--- src/sv/assert_macros.svh ---
// assertion helpers used by the top rtl file
`ifndef ASSERT_MACROS_SVH
`define ASSERT_MACROS_SVH

// a condition that must hold at every clock edge outside reset
`define EVAD_ASSERT(label, cond) \
   label: assert property (@(posedge clock) disable iff (reset) (cond)) \
      else $error("assertion failed");

// an implication checked at the same clock edge
`define EVAD_ASSERT_IMPL(label, ante, cons) \
   label: assert property (@(posedge clock) disable iff (reset) (ante) |-> (cons)) \
      else $error("assertion failed");

`endif

--- src/sv/evad_pkg.sv ---
`default_nettype none
package evad_pkg;

   localparam int MAX_FRAME  = 8192;
   localparam int COUNT_W    = 14;
   localparam int SUM_W      = 44;
   localparam int SQ_W       = 31;
   localparam int TIME_W     = 32;
   localparam int THR_W      = 31;
   localparam int MS_W       = 20;
   localparam int PROD_W     = TIME_W + COUNT_W;
   localparam int FIFO_DEPTH = 4;
   localparam int FIFO_AW    = 2;

   // item kinds
   localparam logic [1:0] FUNC_SAMPLE = 2'd0;
   localparam logic [1:0] FUNC_TICK   = 2'd1;
   localparam logic [1:0] FUNC_BUTTON = 2'd2;
   localparam logic [1:0] FUNC_REPLY  = 2'd3;

   // session modes
   localparam logic [1:0] MODE_IDLE  = 2'd0;
   localparam logic [1:0] MODE_ARMED = 2'd1;
   localparam logic [1:0] MODE_REC   = 2'd2;
   localparam logic [1:0] MODE_WAIT  = 2'd3;

   // event codes
   localparam logic [3:0] EV_QUIET       = 4'd0;
   localparam logic [3:0] EV_SPEECH      = 4'd1;
   localparam logic [3:0] EV_RECORDING   = 4'd2;
   localparam logic [3:0] EV_END_SILENCE = 4'd3;
   localparam logic [3:0] EV_END_LENGTH  = 4'd4;
   localparam logic [3:0] EV_SLEEP       = 4'd5;
   localparam logic [3:0] EV_OPENED      = 4'd6;
   localparam logic [3:0] EV_CLOSED      = 4'd7;
   localparam logic [3:0] EV_RESUMED     = 4'd8;

   // register indexes
   localparam logic [1:0] REG_THRESHOLD   = 2'd0;
   localparam logic [1:0] REG_MAX_SEGMENT = 2'd1;
   localparam logic [1:0] REG_MAX_SILENCE = 2'd2;
   localparam logic [1:0] REG_REST_LIMIT  = 2'd3;

   typedef struct packed {
      logic [1:0]         func;
      logic [SUM_W-1:0]   sum;
      logic [COUNT_W-1:0] count;
   } entry_type;

   typedef struct packed {
      logic empty;
      logic full;
   } fifo_status_type;

endpackage
`default_nettype wire

--- src/sv/evad_front.sv ---
`default_nettype none
module evad_front (
   input  wire logic                      clock,
   input  wire logic                      reset,
   input  wire logic                      req_tvalid,
   output logic                           req_tready,
   input  wire logic [15:0]               req_tdata,  // sample
   input  wire logic [1:0]                req_tuser,  // func
   input  wire logic                      req_tlast,  // last_in_frame
   input  wire evad_pkg::fifo_status_type fifo_status,
   output logic                           push,
   output evad_pkg::entry_type            push_entry
);

   logic                          s1_valid_ff, s1_valid_in;
   logic [1:0]                    s1_func_ff, s1_func_in;
   logic [evad_pkg::SQ_W-1:0]     s1_sq_ff, s1_sq_in;
   logic                          s1_last_ff, s1_last_in;
   logic [evad_pkg::SUM_W-1:0]    sum_ff, sum_in;
   logic [evad_pkg::COUNT_W-1:0]  count_ff, count_in;

   logic signed [31:0]            sq_full;
   logic                          accept, need_push, advance, room, is_sample;
   logic [evad_pkg::SUM_W-1:0]    sum_acc;
   logic [evad_pkg::COUNT_W-1:0]  count_acc;

   assign sq_full   = 32'($signed(req_tdata)) * 32'($signed(req_tdata));
   assign accept    = req_tvalid && req_tready;
   assign is_sample = (s1_func_ff == evad_pkg::FUNC_SAMPLE);
   assign need_push = s1_valid_ff && (!is_sample || s1_last_ff);
   assign advance   = s1_valid_ff && !(need_push && fifo_status.full);
   assign req_tready = !s1_valid_ff || advance;

   // frame saturates at the maximum count, extra samples dropped
   assign room      = (count_ff < evad_pkg::COUNT_W'(evad_pkg::MAX_FRAME));
   assign sum_acc   = room ? sum_ff + evad_pkg::SUM_W'(s1_sq_ff) : sum_ff;
   assign count_acc = room ? count_ff + evad_pkg::COUNT_W'(1) : count_ff;

   assign push             = need_push && advance;
   assign push_entry.func  = s1_func_ff;
   assign push_entry.sum   = is_sample ? sum_acc : '0;
   assign push_entry.count = is_sample ? count_acc : '0;

   always_comb begin
      s1_valid_in = s1_valid_ff;
      s1_func_in  = s1_func_ff;
      s1_sq_in    = s1_sq_ff;
      s1_last_in  = s1_last_ff;
      sum_in      = sum_ff;
      count_in    = count_ff;
      if (advance && is_sample) begin
         if (s1_last_ff) begin
            sum_in   = '0;
            count_in = '0;
         end else begin
            sum_in   = sum_acc;
            count_in = count_acc;
         end
      end
      if (accept) begin
         s1_valid_in = 1'b1;
         s1_func_in  = req_tuser;
         s1_sq_in    = sq_full[evad_pkg::SQ_W-1:0];
         s1_last_in  = req_tlast;
      end else if (advance) begin
         s1_valid_in = 1'b0;
      end
   end

   always_ff @(posedge clock) begin
      if (reset) begin
         s1_valid_ff <= 1'b0;
         sum_ff      <= '0;
         count_ff    <= '0;
      end else begin
         s1_valid_ff <= s1_valid_in;
         sum_ff      <= sum_in;
         count_ff    <= count_in;
      end
      s1_func_ff <= s1_func_in;
      s1_sq_ff   <= s1_sq_in;
      s1_last_ff <= s1_last_in;
   end

endmodule
`default_nettype wire

--- src/sv/evad_fifo.sv ---
`default_nettype none
module evad_fifo (
   input  wire logic                  clock,
   input  wire logic                  reset,
   input  wire logic                  push,
   input  wire evad_pkg::entry_type   push_entry,
   input  wire logic                  pop,
   output evad_pkg::entry_type        head,
   output evad_pkg::fifo_status_type  status
);

   evad_pkg::entry_type             mem [evad_pkg::FIFO_DEPTH];
   logic [evad_pkg::FIFO_AW-1:0]    wr_ptr_ff, wr_ptr_in;
   logic [evad_pkg::FIFO_AW-1:0]    rd_ptr_ff, rd_ptr_in;
   logic [evad_pkg::FIFO_AW:0]      fill_ff, fill_in;

   assign head         = mem[rd_ptr_ff];
   assign status.empty = (fill_ff == '0);
   assign status.full  = (fill_ff == (evad_pkg::FIFO_AW + 1)'(evad_pkg::FIFO_DEPTH));

   always_comb begin
      wr_ptr_in = push ? wr_ptr_ff + evad_pkg::FIFO_AW'(1) : wr_ptr_ff;
      rd_ptr_in = pop ? rd_ptr_ff + evad_pkg::FIFO_AW'(1) : rd_ptr_ff;
      fill_in   = fill_ff;
      if (push && !pop) begin
         fill_in = fill_ff + (evad_pkg::FIFO_AW + 1)'(1);
      end else if (pop && !push) begin
         fill_in = fill_ff - (evad_pkg::FIFO_AW + 1)'(1);
      end
   end

   always_ff @(posedge clock) begin
      if (reset) begin
         wr_ptr_ff <= '0;
         rd_ptr_ff <= '0;
         fill_ff   <= '0;
      end else begin
         wr_ptr_ff <= wr_ptr_in;
         rd_ptr_ff <= rd_ptr_in;
         fill_ff   <= fill_in;
      end
   end

   always_ff @(posedge clock) begin
      if (push) begin
         mem[wr_ptr_ff] <= push_entry;
      end
   end

endmodule
`default_nettype wire

--- src/sv/evad_back.sv ---
`default_nettype none
module evad_back (
   input  wire logic                      clock,
   input  wire logic                      reset,
   input  wire logic                      csr_wr_en,
   input  wire logic [1:0]                csr_index,
   input  wire logic [30:0]               csr_wr_data,
   input  wire evad_pkg::entry_type       head,
   input  wire evad_pkg::fifo_status_type fifo_status,
   output logic                           pop,
   output logic                           rsp_tvalid,
   input  wire logic                      rsp_tready,
   output logic [7:0]                     rsp_tdata   // event_res, loud, mode, pad
);

   localparam logic [1:0] ST_FETCH = 2'd0;
   localparam logic [1:0] ST_MUL   = 2'd1;
   localparam logic [1:0] ST_DEC   = 2'd2;

   logic [1:0]                      state_ff, state_in;
   logic [evad_pkg::THR_W-1:0]      thr_ff, thr_in;
   logic [evad_pkg::MS_W-1:0]       seg_lim_ff, seg_lim_in;
   logic [evad_pkg::MS_W-1:0]       sil_lim_ff, sil_lim_in;
   logic [evad_pkg::MS_W-1:0]       rest_lim_ff, rest_lim_in;
   logic [1:0]                      mode_ff, mode_in;
   logic [evad_pkg::TIME_W-1:0]     now_ff, now_in;
   logic [evad_pkg::TIME_W-1:0]     rest_start_ff, rest_start_in;
   logic [evad_pkg::TIME_W-1:0]     seg_start_ff, seg_start_in;
   logic [evad_pkg::TIME_W-1:0]     last_loud_ff, last_loud_in;
   logic [evad_pkg::SUM_W-1:0]      sum_ff, sum_in;
   logic [evad_pkg::COUNT_W-1:0]    cnt_ff, cnt_in;
   logic [evad_pkg::PROD_W-1:0]     prod_ff, prod_in;
   logic                            out_valid_ff, out_valid_in;
   logic [3:0]                      out_ev_ff, out_ev_in;
   logic                            out_loud_ff, out_loud_in;
   logic [1:0]                      out_mode_ff, out_mode_in;

   logic                            out_free, load, loud;
   logic [evad_pkg::TIME_W-1:0]     thr_inc;
   logic [evad_pkg::TIME_W-1:0]     rest_elapsed, seg_elapsed, sil_elapsed;

   assign out_free     = !out_valid_ff || rsp_tready;
   assign thr_inc      = {1'b0, thr_ff} + evad_pkg::TIME_W'(1);
   assign rest_elapsed = now_ff - rest_start_ff;
   assign seg_elapsed  = now_ff - seg_start_ff;
   assign sil_elapsed  = now_ff - last_loud_ff;
   // mean > thr  <=>  sum >= (thr + 1) * count
   assign loud = (cnt_ff != '0) &&
                 ({{(evad_pkg::PROD_W - evad_pkg::SUM_W){1'b0}}, sum_ff} >= prod_ff);

   assign rsp_tvalid = out_valid_ff;
   assign rsp_tdata  = {1'b0, out_mode_ff, out_loud_ff, out_ev_ff};

   always_comb begin
      state_in      = state_ff;
      thr_in        = thr_ff;
      seg_lim_in    = seg_lim_ff;
      sil_lim_in    = sil_lim_ff;
      rest_lim_in   = rest_lim_ff;
      mode_in       = mode_ff;
      now_in        = now_ff;
      rest_start_in = rest_start_ff;
      seg_start_in  = seg_start_ff;
      last_loud_in  = last_loud_ff;
      sum_in        = sum_ff;
      cnt_in        = cnt_ff;
      prod_in       = evad_pkg::PROD_W'(thr_inc) * evad_pkg::PROD_W'(cnt_ff);
      out_ev_in     = out_ev_ff;
      out_loud_in   = out_loud_ff;
      out_mode_in   = out_mode_ff;
      pop           = 1'b0;
      load          = 1'b0;

      if (csr_wr_en) begin
         case (csr_index)
            evad_pkg::REG_THRESHOLD:   thr_in      = csr_wr_data;
            evad_pkg::REG_MAX_SEGMENT: seg_lim_in  = csr_wr_data[evad_pkg::MS_W-1:0];
            evad_pkg::REG_MAX_SILENCE: sil_lim_in  = csr_wr_data[evad_pkg::MS_W-1:0];
            evad_pkg::REG_REST_LIMIT:  rest_lim_in = csr_wr_data[evad_pkg::MS_W-1:0];
            default: ;
         endcase
      end

      case (state_ff)
         ST_FETCH: begin
            if (!fifo_status.empty) begin
               case (head.func)
                  evad_pkg::FUNC_TICK: begin
                     pop    = 1'b1;
                     now_in = now_ff + evad_pkg::TIME_W'(1);
                  end
                  evad_pkg::FUNC_SAMPLE: begin
                     pop      = 1'b1;
                     sum_in   = head.sum;
                     cnt_in   = head.count;
                     state_in = ST_MUL;
                  end
                  default: begin
                     if (out_free) begin
                        pop         = 1'b1;
                        load        = 1'b1;
                        out_ev_in   = evad_pkg::EV_QUIET;
                        out_loud_in = 1'b0;
                        if (head.func == evad_pkg::FUNC_BUTTON) begin
                           if (mode_ff == evad_pkg::MODE_IDLE) begin
                              mode_in       = evad_pkg::MODE_ARMED;
                              rest_start_in = now_ff;
                              out_ev_in     = evad_pkg::EV_OPENED;
                           end else if (mode_ff == evad_pkg::MODE_ARMED) begin
                              mode_in   = evad_pkg::MODE_IDLE;
                              out_ev_in = evad_pkg::EV_CLOSED;
                           end
                        end else if (mode_ff == evad_pkg::MODE_WAIT) begin
                           mode_in       = evad_pkg::MODE_ARMED;
                           rest_start_in = now_ff;
                           out_ev_in     = evad_pkg::EV_RESUMED;
                        end
                        out_mode_in = mode_in;
                     end
                  end
               endcase
            end
         end
         ST_MUL: begin
            state_in = ST_DEC;
         end
         ST_DEC: begin
            prod_in = prod_ff;
            if (out_free) begin
               load        = 1'b1;
               state_in    = ST_FETCH;
               out_ev_in   = evad_pkg::EV_QUIET;
               out_loud_in = loud;
               case (mode_ff)
                  evad_pkg::MODE_ARMED: begin
                     if (loud) begin
                        mode_in      = evad_pkg::MODE_REC;
                        seg_start_in = now_ff;
                        last_loud_in = now_ff;
                        out_ev_in    = evad_pkg::EV_SPEECH;
                     end else if (rest_elapsed > evad_pkg::TIME_W'(rest_lim_ff)) begin
                        mode_in   = evad_pkg::MODE_IDLE;
                        out_ev_in = evad_pkg::EV_SLEEP;
                     end
                  end
                  evad_pkg::MODE_REC: begin
                     out_ev_in = evad_pkg::EV_RECORDING;
                     if (loud) begin
                        last_loud_in = now_ff;
                        if (seg_elapsed >= evad_pkg::TIME_W'(seg_lim_ff)) begin
                           mode_in   = evad_pkg::MODE_WAIT;
                           out_ev_in = evad_pkg::EV_END_LENGTH;
                        end
                     end else if (sil_elapsed > evad_pkg::TIME_W'(sil_lim_ff)) begin
                        mode_in   = evad_pkg::MODE_WAIT;
                        out_ev_in = evad_pkg::EV_END_SILENCE;
                     end
                  end
                  default: ;
               endcase
               out_mode_in = mode_in;
            end
         end
         default: begin
            state_in = ST_FETCH;
         end
      endcase

      if (load) begin
         out_valid_in = 1'b1;
      end else if (rsp_tready) begin
         out_valid_in = 1'b0;
      end else begin
         out_valid_in = out_valid_ff;
      end
   end

   always_ff @(posedge clock) begin
      if (reset) begin
         state_ff      <= ST_FETCH;
         thr_ff        <= evad_pkg::THR_W'(2000);
         seg_lim_ff    <= evad_pkg::MS_W'(10000);
         sil_lim_ff    <= evad_pkg::MS_W'(1000);
         rest_lim_ff   <= evad_pkg::MS_W'(30000);
         mode_ff       <= evad_pkg::MODE_IDLE;
         now_ff        <= '0;
         rest_start_ff <= '0;
         seg_start_ff  <= '0;
         last_loud_ff  <= '0;
         out_valid_ff  <= 1'b0;
      end else begin
         state_ff      <= state_in;
         thr_ff        <= thr_in;
         seg_lim_ff    <= seg_lim_in;
         sil_lim_ff    <= sil_lim_in;
         rest_lim_ff   <= rest_lim_in;
         mode_ff       <= mode_in;
         now_ff        <= now_in;
         rest_start_ff <= rest_start_in;
         seg_start_ff  <= seg_start_in;
         last_loud_ff  <= last_loud_in;
         out_valid_ff  <= out_valid_in;
      end
      sum_ff      <= sum_in;
      cnt_ff      <= cnt_in;
      prod_ff     <= prod_in;
      out_ev_ff   <= out_ev_in;
      out_loud_ff <= out_loud_in;
      out_mode_ff <= out_mode_in;
   end

endmodule
`default_nettype wire

--- src/sv/energy_vad_endpoint_detector_unit.sv ---
// channel  | direction | signals                              | contents
// req      | in        | req_tvalid/tready/tdata/tuser/tlast  | sample, func, last_in_frame
// rsp      | out       | rsp_tvalid/tready/tdata              | event_res, loud, mode
// csr      | in        | csr_wr_en/index/wr_data              | register writes, no read-back
//
// samples and ticks are taken one per cycle unless a push waits on a full queue; the front squares and sums each sample
// a frame end passes three steps in the back: fetch, threshold multiply, session decision
// button and reply-done items are handled in the fetch step alone, ticks likewise with no result
// synchronous active-high reset, no clearing pass
// a stalled rsp side fills the four-entry queue, after which req_tready drops
`default_nettype none
`include "assert_macros.svh"
module energy_vad_endpoint_detector_unit (
   input  wire logic        clock,
   input  wire logic        reset,
   // input stream
   input  wire logic        req_tvalid,
   output logic             req_tready,
   input  wire logic [15:0] req_tdata,   // sample
   input  wire logic [1:0]  req_tuser,   // func
   input  wire logic        req_tlast,   // last_in_frame
   // result stream
   output logic             rsp_tvalid,
   input  wire logic        rsp_tready,
   output logic [7:0]       rsp_tdata,   // event_res[3:0], loud[4], mode[6:5], zero pad[7]
   // configuration writes
   input  wire logic        csr_wr_en,
   input  wire logic [1:0]  csr_index,
   input  wire logic [30:0] csr_wr_data
);

   // front to queue
   logic                       push;
   evad_pkg::entry_type        push_entry;
   // queue to back
   logic                       pop;
   evad_pkg::entry_type        head;
   evad_pkg::fifo_status_type  fifo_status;

   // front: squares samples, sums the frame, queues frame ends and events
   evad_front u_front (
      .clock       (clock),
      .reset       (reset),
      .req_tvalid  (req_tvalid),
      .req_tready  (req_tready),
      .req_tdata   (req_tdata),
      .req_tuser   (req_tuser),
      .req_tlast   (req_tlast),
      .fifo_status (fifo_status),
      .push        (push),
      .push_entry  (push_entry)
   );

   // short queue decoupling the two halves
   evad_fifo u_fifo (
      .clock      (clock),
      .reset      (reset),
      .push       (push),
      .push_entry (push_entry),
      .pop        (pop),
      .head       (head),
      .status     (fifo_status)
   );

   // back: millisecond clock, loudness decision, session machine, output register
   evad_back u_back (
      .clock       (clock),
      .reset       (reset),
      .csr_wr_en   (csr_wr_en),
      .csr_index   (csr_index),
      .csr_wr_data (csr_wr_data),
      .head        (head),
      .fifo_status (fifo_status),
      .pop         (pop),
      .rsp_tvalid  (rsp_tvalid),
      .rsp_tready  (rsp_tready),
      .rsp_tdata   (rsp_tdata)
   );

   // queue never overflows or underflows
   `EVAD_ASSERT_IMPL(a_no_push_full, push, !fifo_status.full)
   `EVAD_ASSERT_IMPL(a_no_pop_empty, pop, !fifo_status.empty)
   // loud only appears on frame-end events
   `EVAD_ASSERT_IMPL(a_loud_frame_only, rsp_tvalid && rsp_tdata[4],
      rsp_tdata[3:0] <= evad_pkg::EV_SLEEP)
   // an opened session is armed
   `EVAD_ASSERT_IMPL(a_opened_armed, rsp_tvalid && (rsp_tdata[3:0] == evad_pkg::EV_OPENED),
      rsp_tdata[6:5] == evad_pkg::MODE_ARMED)

endmodule
`default_nettype wire

--- config.mk ---
export PLATFORM = sky130hd
export DESIGN_NAME = energy_vad_endpoint_detector_unit
export DESIGN_NICKNAME = d
export VERILOG_FILES = /design/src/sv/evad_pkg.sv /design/src/sv/evad_front.sv /design/src/sv/evad_fifo.sv /design/src/sv/evad_back.sv /design/src/sv/energy_vad_endpoint_detector_unit.sv
export VERILOG_INCLUDE_DIRS = /design/src /design/src/sv
export SDC_FILE = /design/constraint.sdc
export NUM_CORES = 2
export LEC_CHECK = 0
export ABC_CLOCK_PERIOD_IN_PS = 15000
export BUFFER_PORTS_ARGS = -buffer_cell sky130_fd_sc_hd__buf_4
export CELL_PAD_IN_SITES_DETAIL_PLACEMENT = 1
export CELL_PAD_IN_SITES_GLOBAL_PLACEMENT = 1
export CORE_ASPECT_RATIO = 1.5
export CORE_MARGIN = 2
export CORE_UTILIZATION = 45
export DETAILED_ROUTE_END_ITERATION = 8
export PLACE_DENSITY = 0.75
export SKIP_LAST_GASP = 1
export SLEW_MARGIN = 20
export SYNTH_ARGS = -nofsm -noshare
export SYNTH_HDL_FRONTEND = slang
export SYNTH_SLANG_ARGS = --single-unit
--- constraint.sdc ---
create_clock -name clock -period 15 [get_ports clock]
set_input_delay 0.75 -clock clock [delete_from_list [all_inputs] [get_ports clock]]
set_output_delay 0.75 -clock clock [all_outputs]
set_load 0.005 [all_outputs]
Word-level counts from Yosys, hierarchy flattened
Memory sizes are Yosys's and may differ from the RTL's. A register that Yosys moved wholly into a read port is not among the register bits.
Cells that the tools add are included.
Widths: inputs -> output; s select.
{"block": "op_classes", "addsub": 11, "n_mul": 2, "order_cmp": 5, "eq_ne": 17, "muxes": 65, "n_bitwise": 2, "reduce_logical": 43}
{"op": "$mux 44", "count": 3}
{"op": "$mux 32", "count": 3}
{"op": "$sub 32x32->32", "count": 3}
{"op": "$gt 32x20->1", "count": 2}
{"op": "$ge 44x46->1", "count": 1}
{"op": "$mul 32x14->46", "count": 1}
{"op": "$add 44x31->44", "count": 1}
{"op": "$mux 14", "count": 3}
{"op": "$mux 2", "count": 18}
{"op": "$mux 4", "count": 9}
{"op": "$add 31x1->32 const B", "count": 1}
{"op": "$add 32x1->32 const B", "count": 1}
{"op": "$ge 32x20->1", "count": 1}
{"op": "$mul 16x16->31", "count": 1}
{"op": "$mux 1", "count": 17}
{"op": "$pmux 4 s2", "count": 2}
{"op": "$mux 3", "count": 5}
{"op": "$add 14x1->14 const B", "count": 1}
{"op": "$lt 14x14->1 const B", "count": 1}
{"op": "$reduce_bool 14->1", "count": 1}
{"op": "$eq 2x2->1 const B", "count": 6}
{"op": "$logic_not 2->1", "count": 5}
{"op": "$reduce_bool 2->1", "count": 5}
{"op": "$logic_and 1x1->1", "count": 9}
{"op": "other kinds (20)", "count": 45}
{"block": "word_totals", "register_bits": 435, "mem_bits_rw": 240, "input_bits": 57, "output_inout_bits": 10, "wordCells": 172, "n_memories": 1}
{"memory": "u_fifo.mem", "depth": 4, "width": 60, "rd": 1, "rd_clocked_by_memory_dff": 1, "wr": 1, "line": "evad_fifo.sv:12", "text": "evad_pkg::entry_type mem [evad_pkg::FIFO_DEPTH];"}

Logic depth before layout (Yosys ltp)
{"block": "logic_depth", "ltp_word": 12, "mapped_depth": 33, "depth_no_buf": 32}

Modules after synthesis
Synthesis repeated with hierarchy kept, for this count alone.
{"block": "hier_totals", "cells_unflattened": 6069, "area_unflattened_um2": 58038.2}
{"mod": "evad_back", "instances": 1, "cells_per_inst": 4025, "area_per_inst_um2": 34240.3, "seq_area_each_um2": 7817.5}
{"mod": "evad_front", "instances": 1, "cells_per_inst": 1686, "area_per_inst_um2": 14645.3, "seq_area_each_um2": 2172.1}
{"mod": "evad_fifo", "instances": 1, "cells_per_inst": 358, "area_per_inst_um2": 9152.5, "seq_area_each_um2": 7387.1}

Worst setup path after synthesis
Ideal clock, no wire load.
{"block": "synth_path", "kind": "register to register", "start": "reg u_back.thr_ff[0] (netlist name)", "end": "reg u_back.prod_ff[38] (netlist name), data pin", "setup_time_ps": 195, "t_arrival_ps": 7331, "required_time_ps": 14805, "setup_slack_ps": 7474, "path_stages_with_launch": 28, "n_path_buf": 1, "period_less_slack_ps": 7526, "path_cell_list": "dfxtp_1 ha_1 nand3_1 nor2_1 and2_1 nand3_1 nor2_1 xor2_1 clkbuf_1 nand2_1 fa_1 fa_1 inv_1 fa_1 fa_1 fa_1 inv_1 fa_1 inv_1 ha_1 a22o_1 or4_1 o31a_1 a21boi_0 a31o_2 and2_1 o21ai_0 o311ai_0"}
{"block": "synth_via", "elab_chain_len": 2}
{"element": "start: declaration", "line": "evad_back.sv:21", "text": "logic [evad_pkg::THR_W-1:0] thr_ff, thr_in;"}
{"element": "start signal: assignment", "line": "evad_back.sv:181", "text": "thr_ff <= evad_pkg::THR_W'(2000);"}
{"element": "start signal: assignment", "line": "evad_back.sv:193", "text": "thr_ff <= thr_in;"}
{"element": "$add 31x1->32", "line": "evad_back.sv:43", "text": "assign thr_inc = {1'b0, thr_ff} + evad_pkg::TIME_W'(1);"}
{"element": "$mul 32x14->46", "line": "evad_back.sv:67", "text": "prod_in = evad_pkg::PROD_W'(thr_inc) * evad_pkg::PROD_W'(cnt_ff);"}
{"element": "end signal: assignment", "line": "evad_back.sv:206", "text": "prod_ff <= prod_in;"}
{"element": "end: declaration", "line": "evad_back.sv:32", "text": "logic [evad_pkg::PROD_W-1:0] prod_ff, prod_in;"}
Every way passes these cells.
A chain may end at the register's enable or synchronous reset.

Worst setup path after layout
Same ends and word-level chain as after synthesis.

==> impl_metrics.py <==
metrics = {
    "worst_setup_path": {
        "crit_required_ps": 15450,
        "cpPeakStageDelay_ps": 760,
        "crit_slowest_cell": "dfxtp_1",
        "crit_family": "adder cells",
        "reg2reg_from": "u_back.thr_ff[0]",
        "cpMostUsedCell": "fa_1",
        "cp_max_fo": 18,
        "crit_arrival_ps": 9520,
        "r2r_slack_ps": 5930,
        "worstSetupStartpointType": "register",
        "endpoint_kind": "register",
        "cp.buffers_inverters": 5,
        "worst-r2r-cell-count": 28,
        "reg2reg_to": "u_back.prod_ff[38]",
        "path_class": "reg2reg",
    },
    "floorplan": {
        "row_count": 161,
        "io_pins": 67,
        "die-area_mm2": 0.131,
        "fp.dieW_um": 297,
        "die_h_um": 443,
        "start_util_pct": 45.2,
        "fp.coreArea_mm2": 0.128,
    },
    "cells_and_area": {
        "drive_gt1_share_pct": 6.03,
        "fillers": 14300,
        "diodes": 0,
        "area_delta_synth_final_pct": 7.87,
        "layout_common_cells": "inv_1 (898), nand2_1 (654), fa_1 (594), ha_1 (433), nor2_1 (388)",
        "layout.nets": 6950,
        "mostFrequentLayoutCell": "inv_1",
        "final_area_mm2": 0.0623,
    },
    "clocking": {
        "cts.htree.levels": 3,
        "ctsResizeCount": 0,
        "post_cts_buffers": 0,
        "numCtsBuffers": 68,
        "clkTransAtPathRegs_ps": 90,
        "cts_hold_buf": 0,
        "cts_tree": "yes",
        "clkSinkCount": 676,
        "cts.path.max_buffers": 3,
        "cts_root_buf": "clkbuf_16",
        "clk_latency_ps": 680,
    },
    "sta": {
        "setup_ws_ps": 5930,
        "rsz0062_at_grt": "no",
        "post-route-min-period_ps": 9070,
        "timing.final.crit_share_pct": 60.4,
        "fmax_mhz": 110,
        "setup_tns_ps": 0,
        "setup_viol": 0,
        "skew_ps": 32.6,
        "tightest_slew_ps": 1120,
        "slew-limit-headroom_pct": 25.6,
        "drv_slew": 0,
        "hold_viol": 0,
    },
    "logic_synthesis": {
        "syn_area_mm2": 0.0578,
        "netlist.top_cell.by_area": "fa_1",
        "synth_area_per_cell_um2": 9.79,
        "synth.distinct_cells": 91,
        "synth-seq-area-share_pct": 30.1,
        "syn_nets": 6984,
        "synth.ff_latch_count": 676,
        "yosys_warnings": 0,
        "synthCells": 5900,
        "synthFlopType": "edfxtp_1",
        "synthTopCellsByArea": "fa_1 (21%), edfxtp_1 (20%), dfxtp_1 (10%)",
        "yosys.area.top_type_share_pct": 20.6,
        "synth_edf_count": 384,
        "async_reset_ff_share_pct": 0,
    },
    "route": {
        "viasPerCell": 5.48,
        "ant_nets": 0,
        "drt_iter0_drc": 1858,
        "wl_um": 158000,
        "drc": 0,
        "routedWlPerCell_um": 20.7,
        "firstDrtPassIters": 5,
        "vias": 41800,
    },
    "grt": {
        "grtUsageMet3_pct": 2.07,
        "grt_pass1_vias": 47100,
        "grt_use_met2_pct": 47.2,
        "antenna_found_initial": 0,
        "gr-max-usage-layer": "met2",
        "grt_max_degree": 91,
        "overflow": 0,
        "grt.total_usage_pct": 24.6,
        "grt_pass1_wl_um": 254000,
        "gr-usage-met1_pct": 28.0,
    },
    "placement": {
        "port-buffer-count": 65,
        "place.gp.congestion": 0.881,
        "dp_slack_ps": 6020,
        "placed_cell_area_mm2": 0.0601,
        "dpl.hpwl_um": 120000,
    },
    "power_and_ir_drop": {
        "power.switching_w": 0.00664,
        "pwr-share-comb_pct": 68.2,
        "seqPwrFrac_pct": 19.4,
        "ir_worst_vdd_uv": 289,
        "p_leak_nw": 27.8,
        "p_int_w": 0.00754,
        "clkPwrFrac_pct": 12.5,
        "p_per_area_mw_per_mm2": 228,
        "swShare_pct": 46.8,
    },
    "hold_path": {
        "holdPathStages": 1,
        "min_from": "req_tuser[1]",
        "hold_path.class": "in2reg",
        "whs_endpoint": "u_front.s1_func_ff[1]",
    },
    "run": {
        "cap_violations": 0,
    },
    "run_status": {
        "status": "finished clean",
    },
}
[state kept, by name (all words and copies together), names as in the netlist, 2 cells and up, named ones only]
name,count
u_back.cnt_ff,14
u_back.last_loud_ff,32
u_back.mode_ff,2
u_back.now_ff,32
u_back.out_ev_ff,4
u_back.out_mode_ff,2
u_back.prod_ff,46
u_back.rest_lim_ff,20
u_back.rest_start_ff,32
u_back.seg_lim_ff,20
u_back.seg_start_ff,32
u_back.sil_lim_ff,20
u_back.state_ff,2
u_back.sum_ff,44
u_back.thr_ff,31
u_fifo.fill_ff,3
u_fifo.mem,240
u_fifo.rd_ptr_ff,2
u_fifo.wr_ptr_ff,2
u_front.count_ff,14
u_front.s1_func_ff,2
u_front.s1_sq_ff,30
u_front.sum_ff,44
[cell usage after synthesis, types with 41 or more instances]
master / count
xor2_1: 100
a21oi_1: 323
nand2_1: 654
xnor2_1: 162
fa_1: 594
clkbuf_1: 212
dfxtp_1: 292
mux4_2: 60
edfxtp_1: 384
o21ai_0: 125
a21o_1: 108
nor3_1: 43
nand2b_1: 51
nand3_1: 88
nor2_1: 388
and3_1: 57
inv_1: 898
and2_1: 256
mux2i_1: 131
ha_1: 433
nor2b_1: 41
[power by group through the flow]
stage	clock [W]	combinational [W]	sequential, W
floorplan	0	0.00698	0.00273
global route	0.00187	0.0109	0.00276
finish	0.00177	0.00967	0.00274
global placement	0	0.00927	0.00278
CTS	0.00181	0.00973	0.00275
detailed placement	0	0.00956	0.00278
[layer usage]
metal / routed length (µm) / vias up
li1: - / 19400
met1: 61200 / 21500
met2: 87200 / 654
met3: 4080 / 273
met4: 5570 / 0
met5: 0 / -
[cell type report]
type	count	area, µm²	share of cell area, %
clock inverter	39	463	0.743
timing repair buffer	135	1020	1.64
clock buffer	86	1790	2.87
inverter	899	3370	5.41
multi-input combinational	4086	36200	58.0
tap	1711	2140	3.43
sequential	676	17400	27.9
[stage by stage]
step	hold WS, ps	cells	util [%]	total power, W
floorplan	436	5900	-	0.00971
global placement	442	7507	47.0	0.0120
detailed placement	450	7507	47.0	0.0123
CTS	215	7632	48.7	0.0143
global route	250	7632	48.7	0.0155
finish	270	7632	48.7	0.0142
[cells by family (layout without fill, tap and decap cells)]
| logic type | count (synthesis) | after routing | share of synthesized area [%] |
|---|---|---|---|
| AOI/OAI and AO/OA | 872 | 872 | 9.71 |
| xor gates and xnor gates | 262 | 262 | 3.97 |
| adders and majority gates | 1027 | 1027 | 30.0 |
| buffers and inverters | 1138 | 1159 | 7.43 |
| DFF | 676 | 676 | 30.1 |
| muxes | 191 | 191 | 4.61 |
| other | 1 | 1 | 0.00649 |
| and+or+nand+nor | 1733 | 1733 | 14.2 |
[worst max-delay path by stage]
stage	start	end	slack (ps)	depth (start not counted)
6_report	u_back.thr_ff[0]	u_back.prod_ff[38]	5930	28
5_1_grt	u_back.thr_ff[0]	u_back.prod_ff[38]	5440	28
4_1_cts	u_back.thr_ff[0]	u_back.prod_ff[38]	6000	28
3_5_place_dp	u_back.thr_ff[0]	u_back.prod_ff[38]	6020	28
3_3_place_gp	u_back.thr_ff[0]	u_back.prod_ff[38]	6340	28
2_1_floorplan	u_back.thr_ff[0]	u_back.prod_ff[38]	7470	27
[worst reg2reg max path: cells and delay by family (launching register included)]
| kind | cells | cell delay (ps) |
|---|---|---|
| AO/OA/AOI/OAI | 6 | 1780 |
| XOR/XNOR | 1 | 380 |
| adder cells (fa/ha/maj) | 8 | 3430 |
| buffers and inverters | 5 | 530 |
| flip-flops | 1 | 760 |
| AND/OR/NAND/NOR | 8 | 1990 |
Note: power is estimated with default switching activity, not from simulation.
